`src/sv/c816ld_pkg.sv`:
```
// Shared types, constants and the opcode mode table for the 65816 length decoder.
// Used by every module of the block; depends on nothing.
package c816ld_pkg;

  // Mode table entry: [1:0] base operand bytes, [5] +1 when A is 16 bit,
  // [4] +1 when X/Y is 16 bit, [8] relative target, [9] absolute-like target
  localparam logic [9:0] M_IMP = 10'h000;
  localparam logic [9:0] M_D1  = 10'h001;
  localparam logic [9:0] M_D2  = 10'h002;
  localparam logic [9:0] M_MM  = 10'h021;
  localparam logic [9:0] M_XX  = 10'h011;
  localparam logic [9:0] M_R1  = 10'h101;
  localparam logic [9:0] M_R2  = 10'h102;
  localparam logic [9:0] M_T1  = 10'h201;
  localparam logic [9:0] M_T2  = 10'h202;
  localparam logic [9:0] M_T3  = 10'h203;

  localparam int ROM_ACC_BIT = 5;
  localparam int ROM_IDX_BIT = 4;
  localparam int ROM_REL_BIT = 8;
  localparam int ROM_ABS_BIT = 9;

  localparam logic [9:0] MODE_ROM [256] = '{
    M_T1,M_D1,M_T1,M_D1,M_D1,M_D1,M_D1,M_D1, M_IMP,M_MM,M_IMP,M_IMP,M_T2,M_T2,M_T2,M_T3,
    M_R1,M_D1,M_D1,M_D1,M_D1,M_D1,M_D1,M_D1, M_IMP,M_T2,M_IMP,M_IMP,M_T2,M_T2,M_T2,M_T3,
    M_T2,M_D1,M_T3,M_D1,M_D1,M_D1,M_D1,M_D1, M_IMP,M_MM,M_IMP,M_IMP,M_T2,M_T2,M_T2,M_T3,
    M_R1,M_D1,M_D1,M_D1,M_D1,M_D1,M_D1,M_D1, M_IMP,M_T2,M_IMP,M_IMP,M_T2,M_T2,M_T2,M_T3,
    M_IMP,M_D1,M_T1,M_D1,M_D2,M_D1,M_D1,M_D1, M_IMP,M_MM,M_IMP,M_IMP,M_T2,M_T2,M_T2,M_T3,
    M_R1,M_D1,M_D1,M_D1,M_D2,M_D1,M_D1,M_D1, M_IMP,M_T2,M_IMP,M_IMP,M_T3,M_T2,M_T2,M_T3,
    M_IMP,M_D1,M_R2,M_D1,M_D1,M_D1,M_D1,M_D1, M_IMP,M_MM,M_IMP,M_IMP,M_T2,M_T2,M_T2,M_T3,
    M_R1,M_D1,M_D1,M_D1,M_D1,M_D1,M_D1,M_D1, M_IMP,M_T2,M_IMP,M_IMP,M_T2,M_T2,M_T2,M_T3,
    M_R1,M_D1,M_R2,M_D1,M_D1,M_D1,M_D1,M_D1, M_IMP,M_MM,M_IMP,M_IMP,M_T2,M_T2,M_T2,M_T3,
    M_R1,M_D1,M_D1,M_D1,M_D1,M_D1,M_D1,M_D1, M_IMP,M_T2,M_IMP,M_IMP,M_T2,M_T2,M_T2,M_T3,
    M_XX,M_D1,M_XX,M_D1,M_D1,M_D1,M_D1,M_D1, M_IMP,M_MM,M_IMP,M_IMP,M_T2,M_T2,M_T2,M_T3,
    M_R1,M_D1,M_D1,M_D1,M_D1,M_D1,M_D1,M_D1, M_IMP,M_T2,M_IMP,M_IMP,M_T2,M_T2,M_T2,M_T3,
    M_XX,M_D1,M_D1,M_D1,M_D1,M_D1,M_D1,M_D1, M_IMP,M_MM,M_IMP,M_IMP,M_T2,M_T2,M_T2,M_T3,
    M_R1,M_D1,M_D1,M_D1,M_D1,M_D1,M_D1,M_D1, M_IMP,M_T2,M_IMP,M_IMP,M_D2,M_T2,M_T2,M_T3,
    M_XX,M_D1,M_D1,M_D1,M_D1,M_D1,M_D1,M_D1, M_IMP,M_MM,M_IMP,M_IMP,M_T2,M_T2,M_T2,M_T3,
    M_R1,M_D1,M_D1,M_D1,M_T2,M_D1,M_D1,M_D1, M_IMP,M_T2,M_IMP,M_IMP,M_T2,M_T2,M_T2,M_T3
  };

  // Opcodes that change the width flags
  localparam logic [7:0] OP_REP = 8'hC2;
  localparam logic [7:0] OP_SEP = 8'hE2;

  // Configuration register indexes
  localparam int CFG_IDX_W = 8;
  typedef enum logic [CFG_IDX_W-1:0] {
    CFG_TRACK_WIDTH = 8'd0,
    CFG_START_ACC   = 8'd1,
    CFG_START_IDX   = 8'd2,
    CFG_START_ADDR  = 8'd3
  } cfg_reg_t;

  localparam int ADDR_W  = 24;
  localparam int ODATA_W = 88;

  // Queue between decoder and target unit
  localparam int QDEPTH = 2;
  localparam int QPTR_W = $clog2(QDEPTH);
  localparam int QCNT_W = $clog2(QDEPTH + 1);

  // Configuration write
  typedef struct packed {
    logic                 valid;
    logic [CFG_IDX_W-1:0] index;
    logic [ADDR_W-1:0]    data;
  } cfg_wr_t;

  // One completed instruction
  typedef struct packed {
    logic [7:0]        opcode;
    logic [ADDR_W-1:0] addr;
    logic [1:0]        oplen;
    logic [ADDR_W-1:0] arg;
    logic              rel;
    logic              absl;
  } instr_rec_t;

  // Queue status
  typedef struct packed {
    logic full;
    logic empty;
  } q_stat_t;

endpackage

```
`src/sv/cpu65816_length_and_target_decoder_top.sv`:
```
// 65816 instruction length and target decoder. One code byte is taken per
// cycle on in_*, in every cycle as long as the two-entry queue between the
// decoder and the target unit has room. Each completed instruction gives one
// item on out_*: its record is written into the queue as its last byte is
// taken, and the target adder and output register load from the queue once
// the output register is free; one result per cycle can leave while
// out_tready is high. A stalled output fills the queue and then drops
// in_tready. Configuration writes take effect at once and are accepted in
// every cycle; they are meant for times when no instruction is in flight.
// Depends on c816ld_pkg, c816ld_front, c816ld_fifo and c816ld_back.
module cpu65816_length_and_target_decoder_top (
  input  logic        clk,
  input  logic        rst_n,
  // in_tdata: [7:0] code_byte
  input  logic        in_tvalid,
  output logic        in_tready,
  input  logic [7:0]  in_tdata,
  // out_tdata: [7:0] opcode, [31:8] instr_address, [34:32] instr_length,
  // [58:35] operand_value, [82:59] target_address, [87:83] zero
  output logic        out_tvalid,
  input  logic        out_tready,
  output logic [87:0] out_tdata,
  // out_tuser: [0] has_target
  output logic        out_tuser,
  input  logic        cfg_valid,
  output logic        cfg_ready,
  input  logic [7:0]  cfg_index,
  input  logic [23:0] cfg_data
);

  c816ld_pkg::cfg_wr_t    cfg_wr;
  c816ld_pkg::instr_rec_t push_rec;
  c816ld_pkg::instr_rec_t pop_rec;
  c816ld_pkg::q_stat_t    stat;
  logic                   push;
  logic                   pop;
  logic                   byte_fire;

  // Handshakes
  assign cfg_ready    = 1'b1;
  assign cfg_wr.valid = cfg_valid;
  assign cfg_wr.index = cfg_index;
  assign cfg_wr.data  = cfg_data;
  assign in_tready    = !stat.full;
  assign byte_fire    = in_tvalid && in_tready;

  c816ld_front u_front (
    .clk       (clk),
    .rst_n     (rst_n),
    .cfg_wr    (cfg_wr),
    .byte_fire (byte_fire),
    .code_byte (in_tdata),
    .push      (push),
    .push_rec  (push_rec)
  );

  c816ld_fifo u_fifo (
    .clk      (clk),
    .rst_n    (rst_n),
    .push     (push),
    .push_rec (push_rec),
    .pop      (pop),
    .pop_rec  (pop_rec),
    .stat     (stat)
  );

  c816ld_back u_back (
    .clk        (clk),
    .rst_n      (rst_n),
    .stat       (stat),
    .rec        (pop_rec),
    .pop        (pop),
    .out_tvalid (out_tvalid),
    .out_tready (out_tready),
    .out_tdata  (out_tdata),
    .out_tuser  (out_tuser)
  );

endmodule

```
`src/sv/c816ld_front.sv`:
```
// Front end: takes code bytes, decodes opcode length, gathers operands and
// tracks the width flags. Depends on c816ld_pkg.
module c816ld_front (
  input  logic                          clk,
  input  logic                          rst_n,
  input  c816ld_pkg::cfg_wr_t           cfg_wr,
  input  logic                          byte_fire,
  input  logic [7:0]                    code_byte,
  output logic                          push,
  output c816ld_pkg::instr_rec_t        push_rec
);

  logic [c816ld_pkg::ADDR_W-1:0] cur_addr_r, cur_addr_nxt;
  logic [1:0]  cnt_r, cnt_nxt;
  logic [1:0]  len_r, len_nxt;
  logic [7:0]  op_r, op_nxt;
  logic [15:0] acc_r, acc_nxt;
  logic        rel_r, rel_nxt;
  logic        abs_r, abs_nxt;
  logic [1:0]  wf_r, wf_nxt;
  logic        track_r, track_nxt;
  logic [9:0]  rom;
  logic [1:0]  dlen;

  // Opcode decode from the mode table
  always_comb begin
    rom  = c816ld_pkg::MODE_ROM[code_byte];
    dlen = rom[1:0] + {1'b0, rom[c816ld_pkg::ROM_ACC_BIT] & wf_r[1]}
                    + {1'b0, rom[c816ld_pkg::ROM_IDX_BIT] & wf_r[0]};
  end

  // Build the record of a completing instruction
  always_comb begin
    push_rec = '0;
    push     = 1'b0;
    if (cnt_r == 2'd0) begin
      push_rec.opcode = code_byte;
      push_rec.addr   = cur_addr_r;
      push_rec.oplen  = dlen;
      push_rec.arg    = '0;
      push_rec.rel    = rom[c816ld_pkg::ROM_REL_BIT];
      push_rec.absl   = rom[c816ld_pkg::ROM_ABS_BIT];
      push            = byte_fire && (dlen == 2'd0);
    end else begin
      push_rec.opcode = op_r;
      push_rec.addr   = cur_addr_r;
      push_rec.oplen  = len_r;
      push_rec.rel    = rel_r;
      push_rec.absl   = abs_r;
      unique case (cnt_r)
        2'd1:    push_rec.arg = {16'h0000, code_byte};
        2'd2:    push_rec.arg = {8'h00, code_byte, acc_r[7:0]};
        default: push_rec.arg = {code_byte, acc_r};
      endcase
      push            = byte_fire && (cnt_r == len_r);
    end
  end

  // Next-state: gathering, width flags, configuration
  always_comb begin
    cur_addr_nxt = cur_addr_r;
    cnt_nxt      = cnt_r;
    len_nxt      = len_r;
    op_nxt       = op_r;
    acc_nxt      = acc_r;
    rel_nxt      = rel_r;
    abs_nxt      = abs_r;
    wf_nxt       = wf_r;
    track_nxt    = track_r;
    if (byte_fire) begin
      if (push) begin
        cnt_nxt      = 2'd0;
        cur_addr_nxt = cur_addr_r + c816ld_pkg::ADDR_W'(push_rec.oplen)
                       + c816ld_pkg::ADDR_W'(1);
        if (track_r && push_rec.opcode == c816ld_pkg::OP_REP) begin
          wf_nxt = wf_r | push_rec.arg[5:4];
        end else if (track_r && push_rec.opcode == c816ld_pkg::OP_SEP) begin
          wf_nxt = wf_r & ~push_rec.arg[5:4];
        end
      end else if (cnt_r == 2'd0) begin
        op_nxt  = code_byte;
        len_nxt = dlen;
        rel_nxt = rom[c816ld_pkg::ROM_REL_BIT];
        abs_nxt = rom[c816ld_pkg::ROM_ABS_BIT];
        acc_nxt = '0;
        cnt_nxt = 2'd1;
      end else begin
        acc_nxt = push_rec.arg[15:0];
        cnt_nxt = cnt_r + 2'd1;
      end
    end
    if (cfg_wr.valid) begin
      priority case (cfg_wr.index)
        c816ld_pkg::CFG_TRACK_WIDTH: track_nxt    = cfg_wr.data[0];
        c816ld_pkg::CFG_START_ACC:   wf_nxt[1]    = cfg_wr.data[0];
        c816ld_pkg::CFG_START_IDX:   wf_nxt[0]    = cfg_wr.data[0];
        c816ld_pkg::CFG_START_ADDR:  cur_addr_nxt = cfg_wr.data;
        default: ;
      endcase
    end
  end

  // Control state
  always_ff @(posedge clk) begin
    if (!rst_n) begin
      cur_addr_r <= '0;
      cnt_r      <= '0;
      wf_r       <= '0;
      track_r    <= 1'b1;
    end else begin
      cur_addr_r <= cur_addr_nxt;
      cnt_r      <= cnt_nxt;
      wf_r       <= wf_nxt;
      track_r    <= track_nxt;
    end
  end

  // Held opcode and operand bytes
  always_ff @(posedge clk) begin
    len_r <= len_nxt;
    op_r  <= op_nxt;
    acc_r <= acc_nxt;
    rel_r <= rel_nxt;
    abs_r <= abs_nxt;
  end

`ifndef SYNTHESIS
  // A started instruction never counts past its operand length
  a_cnt_in_range: assert property (@(posedge clk) disable iff (!rst_n)
    (cnt_r != 2'd0) |-> (cnt_r <= len_r))
    else $error("operand byte count beyond length");
`endif

endmodule

```
`src/sv/c816ld_fifo.sv`:
```
// Small register queue of completed instruction records between front and back.
// Depends on c816ld_pkg.
module c816ld_fifo (
  input  logic                   clk,
  input  logic                   rst_n,
  input  logic                   push,
  input  c816ld_pkg::instr_rec_t push_rec,
  input  logic                   pop,
  output c816ld_pkg::instr_rec_t pop_rec,
  output c816ld_pkg::q_stat_t    stat
);

  c816ld_pkg::instr_rec_t           mem [c816ld_pkg::QDEPTH];
  logic [c816ld_pkg::QPTR_W-1:0]    wr_ptr_r, wr_ptr_nxt;
  logic [c816ld_pkg::QPTR_W-1:0]    rd_ptr_r, rd_ptr_nxt;
  logic [c816ld_pkg::QCNT_W-1:0]    cnt_r, cnt_nxt;

  // Status and read side
  always_comb begin
    stat.full  = (cnt_r == c816ld_pkg::QCNT_W'(c816ld_pkg::QDEPTH));
    stat.empty = (cnt_r == '0);
    pop_rec    = mem[rd_ptr_r];
  end

  // Pointer and count update
  always_comb begin
    wr_ptr_nxt = wr_ptr_r;
    rd_ptr_nxt = rd_ptr_r;
    cnt_nxt    = cnt_r;
    if (push) begin
      wr_ptr_nxt = (wr_ptr_r == c816ld_pkg::QPTR_W'(c816ld_pkg::QDEPTH - 1)) ? '0
                   : wr_ptr_r + c816ld_pkg::QPTR_W'(1);
    end
    if (pop) begin
      rd_ptr_nxt = (rd_ptr_r == c816ld_pkg::QPTR_W'(c816ld_pkg::QDEPTH - 1)) ? '0
                   : rd_ptr_r + c816ld_pkg::QPTR_W'(1);
    end
    if (push && !pop) begin
      cnt_nxt = cnt_r + c816ld_pkg::QCNT_W'(1);
    end else if (pop && !push) begin
      cnt_nxt = cnt_r - c816ld_pkg::QCNT_W'(1);
    end
  end

  always_ff @(posedge clk) begin
    if (!rst_n) begin
      wr_ptr_r <= '0;
      rd_ptr_r <= '0;
      cnt_r    <= '0;
    end else begin
      wr_ptr_r <= wr_ptr_nxt;
      rd_ptr_r <= rd_ptr_nxt;
      cnt_r    <= cnt_nxt;
    end
  end

  // Storage
  always_ff @(posedge clk) begin
    if (push) begin
      mem[wr_ptr_r] <= push_rec;
    end
  end

`ifndef SYNTHESIS
  a_no_overflow: assert property (@(posedge clk) disable iff (!rst_n)
    (push && stat.full) |-> pop)
    else $error("push into full queue");
  a_no_underflow: assert property (@(posedge clk) disable iff (!rst_n)
    pop |-> !stat.empty)
    else $error("pop from empty queue");
  a_cnt_bound: assert property (@(posedge clk) disable iff (!rst_n)
    cnt_r <= c816ld_pkg::QCNT_W'(c816ld_pkg::QDEPTH))
    else $error("queue count beyond depth");
`endif

endmodule

```
`src/sv/c816ld_back.sv`:
```
// Back end: computes the branch or absolute target of each queued instruction
// and holds the result in the output register. Depends on c816ld_pkg.
module c816ld_back (
  input  logic                                clk,
  input  logic                                rst_n,
  input  c816ld_pkg::q_stat_t                 stat,
  input  c816ld_pkg::instr_rec_t              rec,
  output logic                                pop,
  output logic                                out_tvalid,
  input  logic                                out_tready,
  output logic [c816ld_pkg::ODATA_W-1:0]      out_tdata,
  output logic                                out_tuser
);

  logic                               valid_r, valid_nxt;
  logic [c816ld_pkg::ODATA_W-1:0]     data_r;
  logic                               has_r;
  logic [15:0]                        rel_sum;
  logic [15:0]                        sext;
  logic                               has;
  logic [c816ld_pkg::ADDR_W-1:0]      tgt;
  logic [2:0]                         ilen;

  // Target computation
  always_comb begin
    sext    = (rec.oplen == 2'd1 && rec.arg[7]) ? 16'hFF00 : 16'h0000;
    rel_sum = rec.addr[15:0] + 16'(rec.oplen) + 16'd1 + rec.arg[15:0] + sext;
    has     = (rec.oplen != 2'd0) && (rec.rel || rec.absl);
    ilen    = 3'(rec.oplen) + 3'd1;
    if (rec.oplen == 2'd0) begin
      tgt = '0;
    end else if (rec.rel) begin
      tgt = {8'h00, rel_sum};
    end else if (rec.absl) begin
      tgt = rec.arg;
    end else begin
      tgt = '0;
    end
  end

  // Output register handshake
  always_comb begin
    pop       = !stat.empty && (!valid_r || out_tready);
    valid_nxt = pop ? 1'b1 : (valid_r && !out_tready);
  end

  always_ff @(posedge clk) begin
    if (!rst_n) begin
      valid_r <= 1'b0;
    end else begin
      valid_r <= valid_nxt;
    end
  end

  always_ff @(posedge clk) begin
    if (pop) begin
      data_r <= {5'b00000, tgt, rec.arg, ilen, rec.addr, rec.opcode};
      has_r  <= has;
    end
  end

  assign out_tvalid = valid_r;
  assign out_tdata  = data_r;
  assign out_tuser  = has_r;

endmodule
```
`config.mk`:
```
export PLATFORM = sky130hd
export DESIGN_NAME = cpu65816_length_and_target_decoder_top
export DESIGN_NICKNAME = d
export VERILOG_FILES = /design/src/sv/c816ld_pkg.sv /design/src/sv/cpu65816_length_and_target_decoder_top.sv /design/src/sv/c816ld_front.sv /design/src/sv/c816ld_fifo.sv /design/src/sv/c816ld_back.sv
export SDC_FILE = /design/constraint.sdc
export NUM_CORES = 1
export LEC_CHECK = 0
export BUFFER_PORTS_ARGS = -buffer_cell sky130_fd_sc_hd__buf_4
export CORE_MARGIN = 5
export CORE_UTILIZATION = 35
export CTS_CLUSTER_DIAMETER = 120
export DETAILED_ROUTE_END_ITERATION = 6
export PLACE_DENSITY = 0.54
export SLEW_MARGIN = 20
export SYNTH_ARGS = -nofsm -noshare
export SYNTH_HDL_FRONTEND = slang
export SYNTH_HIERARCHICAL = 1
export SYNTH_SLANG_ARGS = --single-unit
```
`constraint.sdc`:
```
create_clock -name clk -period 8.45 [get_ports clk]
set_input_delay 0.4225 -clock clk [delete_from_list [all_inputs] [get_ports clk]]
set_output_delay 0.4225 -clock clk [all_outputs]
set_load 0.01 [all_outputs]
```
Word-level counts from Yosys, hierarchy flattened

Memory sizes are Yosys's and may differ from the RTL's. A register that Yosys moved wholly into a read port is not among the register bits.
Cells that the tools add are included.

Register bits after elaboration: 146
Bits in writable memories: 120
Memory bits (read-only): 2560
Output and inout bits: 92
Word-level logic and storage cells: 112
Memories: 2

Memory list:

| name            | depth | bits a word | read ports | clocked after memory_dff | write ports | line               | text |
|---|---|---|---|---|---|---|---|
| (no name shown) | 256   | 10          | 1          | 0                        | 0           | c816ld_front.sv:27 | `rom = c816ld_pkg::MODE_ROM[code_byte];` |
| u_fifo.mem      | 2     | 60          | 1          | 1                        | 1           | c816ld_fifo.sv:13  | `c816ld_pkg::instr_rec_t mem [c816ld_pkg::QDEPTH];` |

$add $sub $neg: 14
Magnitude comparators: 1
Equal/unequal tests: 10
Multiplexer cells: 30
Bitwise logic cells: 8
Reductions and logical operators: 30

Operator list:

| operator                                            | number |
|---|---|
| 2-to-1 mux 24 bit                                   | 4 |
| 2-to-1 mux 60 bit                                   | 1 |
| 2-to-1 mux 16 bit                                   | 3 |
| case mux 24 bit (2 select lines)                    | 1 |
| adder 16 bit                                        | 2 |
| adder 24 x 1 -> 24 bit, second input constant       | 1 |
| adder 24 x 2 -> 24 bit                              | 1 |
| 2-to-1 mux 10 bit                                   | 2 |
| 2-to-1 mux 2 bit                                    | 9 |
| adder 16 x 1 -> 16 bit, second input constant       | 1 |
| adder 16 x 2 -> 16 bit                              | 1 |
| equality test 8 x 2 -> 1 bit, second input constant | 2 |
| equality test 8 bit, second input constant          | 2 |
| logical AND 1 bit                                   | 11 |
| 2-to-1 mux 1 bit                                    | 10 |
| >= comparator 9 bit, second input constant          | 1 |
| inverter 8 -> 9 bit                                 | 1 |
| equality test 8 x 1 -> 1 bit, second input constant | 1 |
| zero test 2 bit                                     | 4 |
| zero test 8 bit                                     | 1 |
| zero test 1 bit                                     | 6 |
| adder 2 x 1 -> 2 bit                                | 2 |
| adder 2 x 1 -> 2 bit, second input constant         | 2 |
| equality test 2 x 1 -> 1 bit, second input constant | 2 |
| 15 further kinds                                    | 22 |

Logic depth before layout (Yosys ltp)

Depth in word-level cells: 16
Depth in mapped cells: 21

Cells and area by module

The synthesis kept the hierarchy.

By module, submodules not included:

| module                                 | times used | cells each | area each (µm²) | sequential area each (µm²) |
|---|---|---|---|---|
| c816ld_fifo                            | 1          | 209        | 4548.1          | 3703.6 |
| c816ld_back                            | 1          | 267        | 3932.5          | 2542.4 |
| c816ld_front                           | 1          | 428        | 3757.4          | 1421.4 |
| cpu65816_length_and_target_decoder_top | 1          | 4          | 21.3            | 0.0 |

Worst setup path before layout

Ideal clock, no wire load.

Kind: input to register
Start: in in_tdata[0]
End: mem u_fifo/mem[0][0] (netlist name), enable pin
Setup time: 0.486 ns
Data arrival time: 5.631 ns
Data required time: 7.964 ns
Slack: 2.333 ns
Stages: 16
Path buffers: 1
Cell sequence: inv_1 > ha_1 > nand3_1 > a21boi_0 > o22ai_1 > a31oi_1 > o221ai_1 > nor2_1 > a41oi_1 > fa_1 > nand2_1 > nor2_1 > nor4_4 > buf_6 > nor3b_2 > nor2b_1

Word-level cells in the longest chain between the ends: 12
Elaborated cells on any way between the ends: 13
Classes of those cells: 2 x add/sub; 5 x mux; 3 x bitwise; 2 x reduce/logical; 1 x memory

RTL lines:

| element                                                 | line                                         | text |
|---|---|---|
| from (decl)                                             | cpu65816_length_and_target_decoder_top.sv:17 | `input logic [7:0] in_tdata,` |
| inverter 8 -> 9 bit (implied by the code) *             | c816ld_front.sv:27                           |  |
| memory read (256 x 10 bit) *                            | --                                           |  |
| 2-to-1 mux 10 bit (implied by the code) * (2 in series) | c816ld_front.sv:27                           |  |
| AND 1 bit                                               | c816ld_front.sv:28                           | `dlen = rom[1:0] + {1'b0, rom[c816ld_pkg::ROM_ACC_BIT] & wf_r[1]}` |
| adder 2 x 1 -> 2 bit                                    | c816ld_front.sv:28                           |  |
| adder 2 x 1 -> 2 bit *                                  | c816ld_front.sv:29                           | `+ {1'b0, rom[c816ld_pkg::ROM_IDX_BIT] & wf_r[0]};` |
| zero test 2 bit *                                       | c816ld_front.sv:43                           | `push = byte_fire && (dlen == 2'd0);` |
| logical AND 1 bit *                                     | c816ld_front.sv:43                           |  |
| 2-to-1 mux 1 bit *                                      | c816ld_front.sv:36                           | `if (cnt_r == 2'd0) begin` |
| via push                                                | cpu65816_length_and_target_decoder_top.sv:35 | `logic push;` |
| 2-to-1 mux 1 bit *                                      | c816ld_fifo.sv:59                            | `if (push) begin` |
| 2-to-1 mux 1 bit (implied by the code) *                | c816ld_fifo.sv:60                            | `mem[wr_ptr_r] <= push_rec;` |
| to (decl)                                               | c816ld_fifo.sv:13                            |  |

The timed path passes the listed nets; every way through them passes the cells marked *. The select of a mux whose other input is x is not followed.

Final worst setup path

Start: in in_tdata[0]
End: mem u_fifo/mem[0][5] (netlist name), enable pin

The elaborated chain is that of the path after synthesis.

==> results_dict.tcl <==
set metrics [dict create \
    grt_pass1_wl_um 43650 \
    synth_area_um2 12260 \
    wire_per_inst_um 18.60 \
    design_area_um2 14630 \
    leakage_nw 5.265 \
    reg2reg_depth 12 \
    powerDensity_nw_per_um2 322.1 \
    critPathMaxFanout 38 \
    htreeDepth 1 \
    gp_congestion 0.7947 \
    post-synth-top-count-cell "edfxtp_1" \
    cp.arrival_ns 4.76 \
    rows 68 \
    hold_viol 0 \
    tightest_slew_ns 0.8307 \
    io_pins 137 \
    rrSetupSlack_ns 4.33 \
    vias_per_cell 4.922 \
    core_um2 34540 \
    synth_edf_count 232 \
    io_buffers 130 \
    antenna_cells 0 \
    reg2reg_to "u_back/out_tdata[72]" \
    clk_path_buf_depth 3 \
    status "complete, no violations" \
    drcViolationCount 0 \
    yosysWarnings 6 \
    drive_above_1_share_pct 27.29 \
    clk_latency_ns 0.54 \
    gr-total-overflow 0 \
    antenna_found_initial 0 \
    post-cts-setup-buffers 0 \
    finalCriticalPeriod_ns 4.586 \
    dr.pass1.iters 5 \
    seq_area_frac_synth_pct 62.54 \
    critPathKind "input port to flip-flop" \
    crit_start "in_tdata[0]" \
    root_buffer "clkbuf_16" \
    ant_nets 0 \
    slew_viol_final 0 \
    critPathCapture "u_fifo/mem[0][5]" \
    die_h_um 197.2 \
    clk_pin_slew_ns 0.06 \
    grt_start_max_net_pins 47 \
    synth_top_area_share_pct 56.83 \
    synth_common_cells "232 x edfxtp_1, 70 x mux2_2, 61 x nand2_1" \
    die_w_um 197.2 \
    nNetsFinal 1130 \
    synth.distinct_cells 80 \
    drt_wl_total_um 28150 \
    cts_sinks 267 \
    tritoncts "yes" \
    ys_seq_elements 267 \
    fmax_mhz 218.0 \
    num_vias 7452 \
    rsz0062_at_grt "false" \
    fin_crit_sh_pct 54.27 \
    end_kind "flip-flop" \
    cts_hold_buf 0 \
    finish.utilization_pct 42.35 \
    setup_viol_count_final 0 \
    stdcell_count 1514 \
    grt_pass1_vias 7581 \
    min_path_type "input port to flip-flop" \
    skew_ns 0.01418 \
    cp-start-kind "input port" \
    synthArstFlopShare_pct 0 \
    synth-main-ff-cell "edfxtp_1" \
    hpwl_um 19690 \
    cap_violations 0 \
    drt_first_iter_violations 389 \
    grt_usage_pct 14.18 \
    maxSlewHeadroom_pct 43.19 \
    start_util_pct 35.49 \
    die_area_um2 38870 \
    vdd_ir_drop_max_uv 185.6 \
    fillCellCount 3281 \
    synth_area_leaders "edfxtp_1 57%, mux2_2 6.4%, dfxtp_1 5.7%" \
    yosys.area.top_type "edfxtp_1" \
    dp.cells 1461 \
    required_ns 8.62 \
    cts_buffers 29 \
    placed_cell_area_um2 13670 \
    syn_area_per_cell_um2 13.50 \
    post_cts_resized 0 \
    syn_inst 908 \
    tns_ns 0 \
    synthToLayoutAreaGrowth_pct 19.34 \
    whs_ns 0.09315 \
]
[sequential cells by signal (all words and copies together), names as in the netlist, 8 cells and up, named ones only]
register,cells
u_back/out_tdata,83
u_fifo/mem,120
u_front/acc_r,16
u_front/cur_addr_r,24
u_front/op_r,8
[routing by layer]
metal	share of wire (%)	vias to the layer above	track usage, %	routed length (µm)
li1	-	3633	-	-
met1	48	3627	20.63	13540
met2	46	163	22.74	12910
met3	4.8	29	2.234	1343
met4	1.3	0	2.748	360
met5	0	-	0	0
[per-stage QoR]
stage | worst slack [ns] | power [mW]
after floorplan | 2.333 | 2.951
after global placement | 3.417 | 3.506
after detailed placement | 3.360 | 3.513
after CTS | 3.930 | 4.793
after global routing | 3.520 | 5.006
final | 3.864 | 4.712
[worst max-delay path, cell delays in order]
cell and delay (ns):
buf_4 0.14, inv_1 0.12, ha_1 0.32, nand3_1 0.17, a21boi_0 0.19, o22ai_1 0.10, a31oi_1 0.17, o221ai_1 0.14
nor2_1 0.10, a41oi_1 0.07, fa_1 0.58, nand2_1 0.06, nor2_1 0.19, nor4_4 0.05, buf_4 0.23, nor3b_2 0.35
nor2b_4 0.75, buf_4 0.57
[cells in the final DEF (no fill, tap or decap), types with 3 or more instances in the layout]
cell type / synthesis / routed
clkinv_1: 1 / 5
and2_1: 20 / 19
inv_1: 25 / 25
nor4b_2: 4 / 4
clkbuf_16: 0 / 30
dfxtp_1: 35 / 34
o21ai_1: 15 / 15
edfxtp_1: 232 / 232
clkinv_2: 0 / 9
nand4_1: 9 / 9
conb_1: 2 / 6
mux2_2: 70 / 70
a31oi_1: 10 / 10
xor2_1: 11 / 11
mux2i_1: 4 / 4
bufinv_16: 0 / 3
ha_1: 38 / 37
o211ai_1: 5 / 5
o21ai_0: 33 / 33
clkbuf_1: 21 / 3
nand2_1: 61 / 61
nor4_1: 7 / 7
a211oi_1: 7 / 7
nand2b_1: 17 / 17
or3_1: 3 / 3
nor2b_1: 8 / 6
nor2_1: 42 / 42
a22oi_1: 8 / 8
a21oi_1: 40 / 40
fa_1: 10 / 10
or2_2: 4 / 4
nor3_1: 16 / 16
nand3_1: 26 / 26
buf_4: 12 / 140
a21o_1: 6 / 6
and3_1: 8 / 8
xnor2_1: 31 / 31
[cell families (layout without fill, tap and decap cells)]
logic type	Yosys count	after routing	synth area share, %
xor+xnor	42	42	3.001
mux	76	76	6.940
buf+inv	72	219	2.766
fa+ha+maj	48	48	5.511
other cells	2	6	0.06126
flops	267	267	62.54
simple gates	247	247	11.15
compound gates	154	154	8.032
[worst min-delay path by stage]
stage | from | cells past startpoint | endpoint
final | cfg_data[12] | 3 | u_front/cur_addr_r[12]
after global routing | cfg_data[12] | 3 | u_front/cur_addr_r[12]
after CTS | cfg_data[12] | 3 | u_front/cur_addr_r[12]
after detailed placement | u_front/cur_addr_r[23] | 0 | u_fifo/mem[1][51]
after global placement | u_front/cur_addr_r[23] | 0 | u_fifo/mem[0][51]
after floorplan | u_front/cur_addr_r[5] | 0 | u_fifo/mem[0][33]
[layout make-up]
cell class,instances,area (µm²),area share [%]
Clock buffer,35,789.5,5.396
Tap cell,455,569.3,3.891
Clock inverter,18,167.7,1.146
Sequential cell,267,7669,52.42
Timing Repair Buffer,140,1051,7.184
Multi-Input combinational cell,573,4287,29.30
Inverter,26,97.59,0.6671
[report_power, final]
| part | internal (mW) | switching, mW | total, mW |
|---|---|---|---|
| registers | 1.82 | 0.0949 | 1.92 |
| logic | 0.671 | 0.867 | 1.54 |
| clock network | 0.754 | 0.502 | 1.26 |
| total | 3.25 | 1.46 | 4.71 |
(Power assumes the default switching activity.)
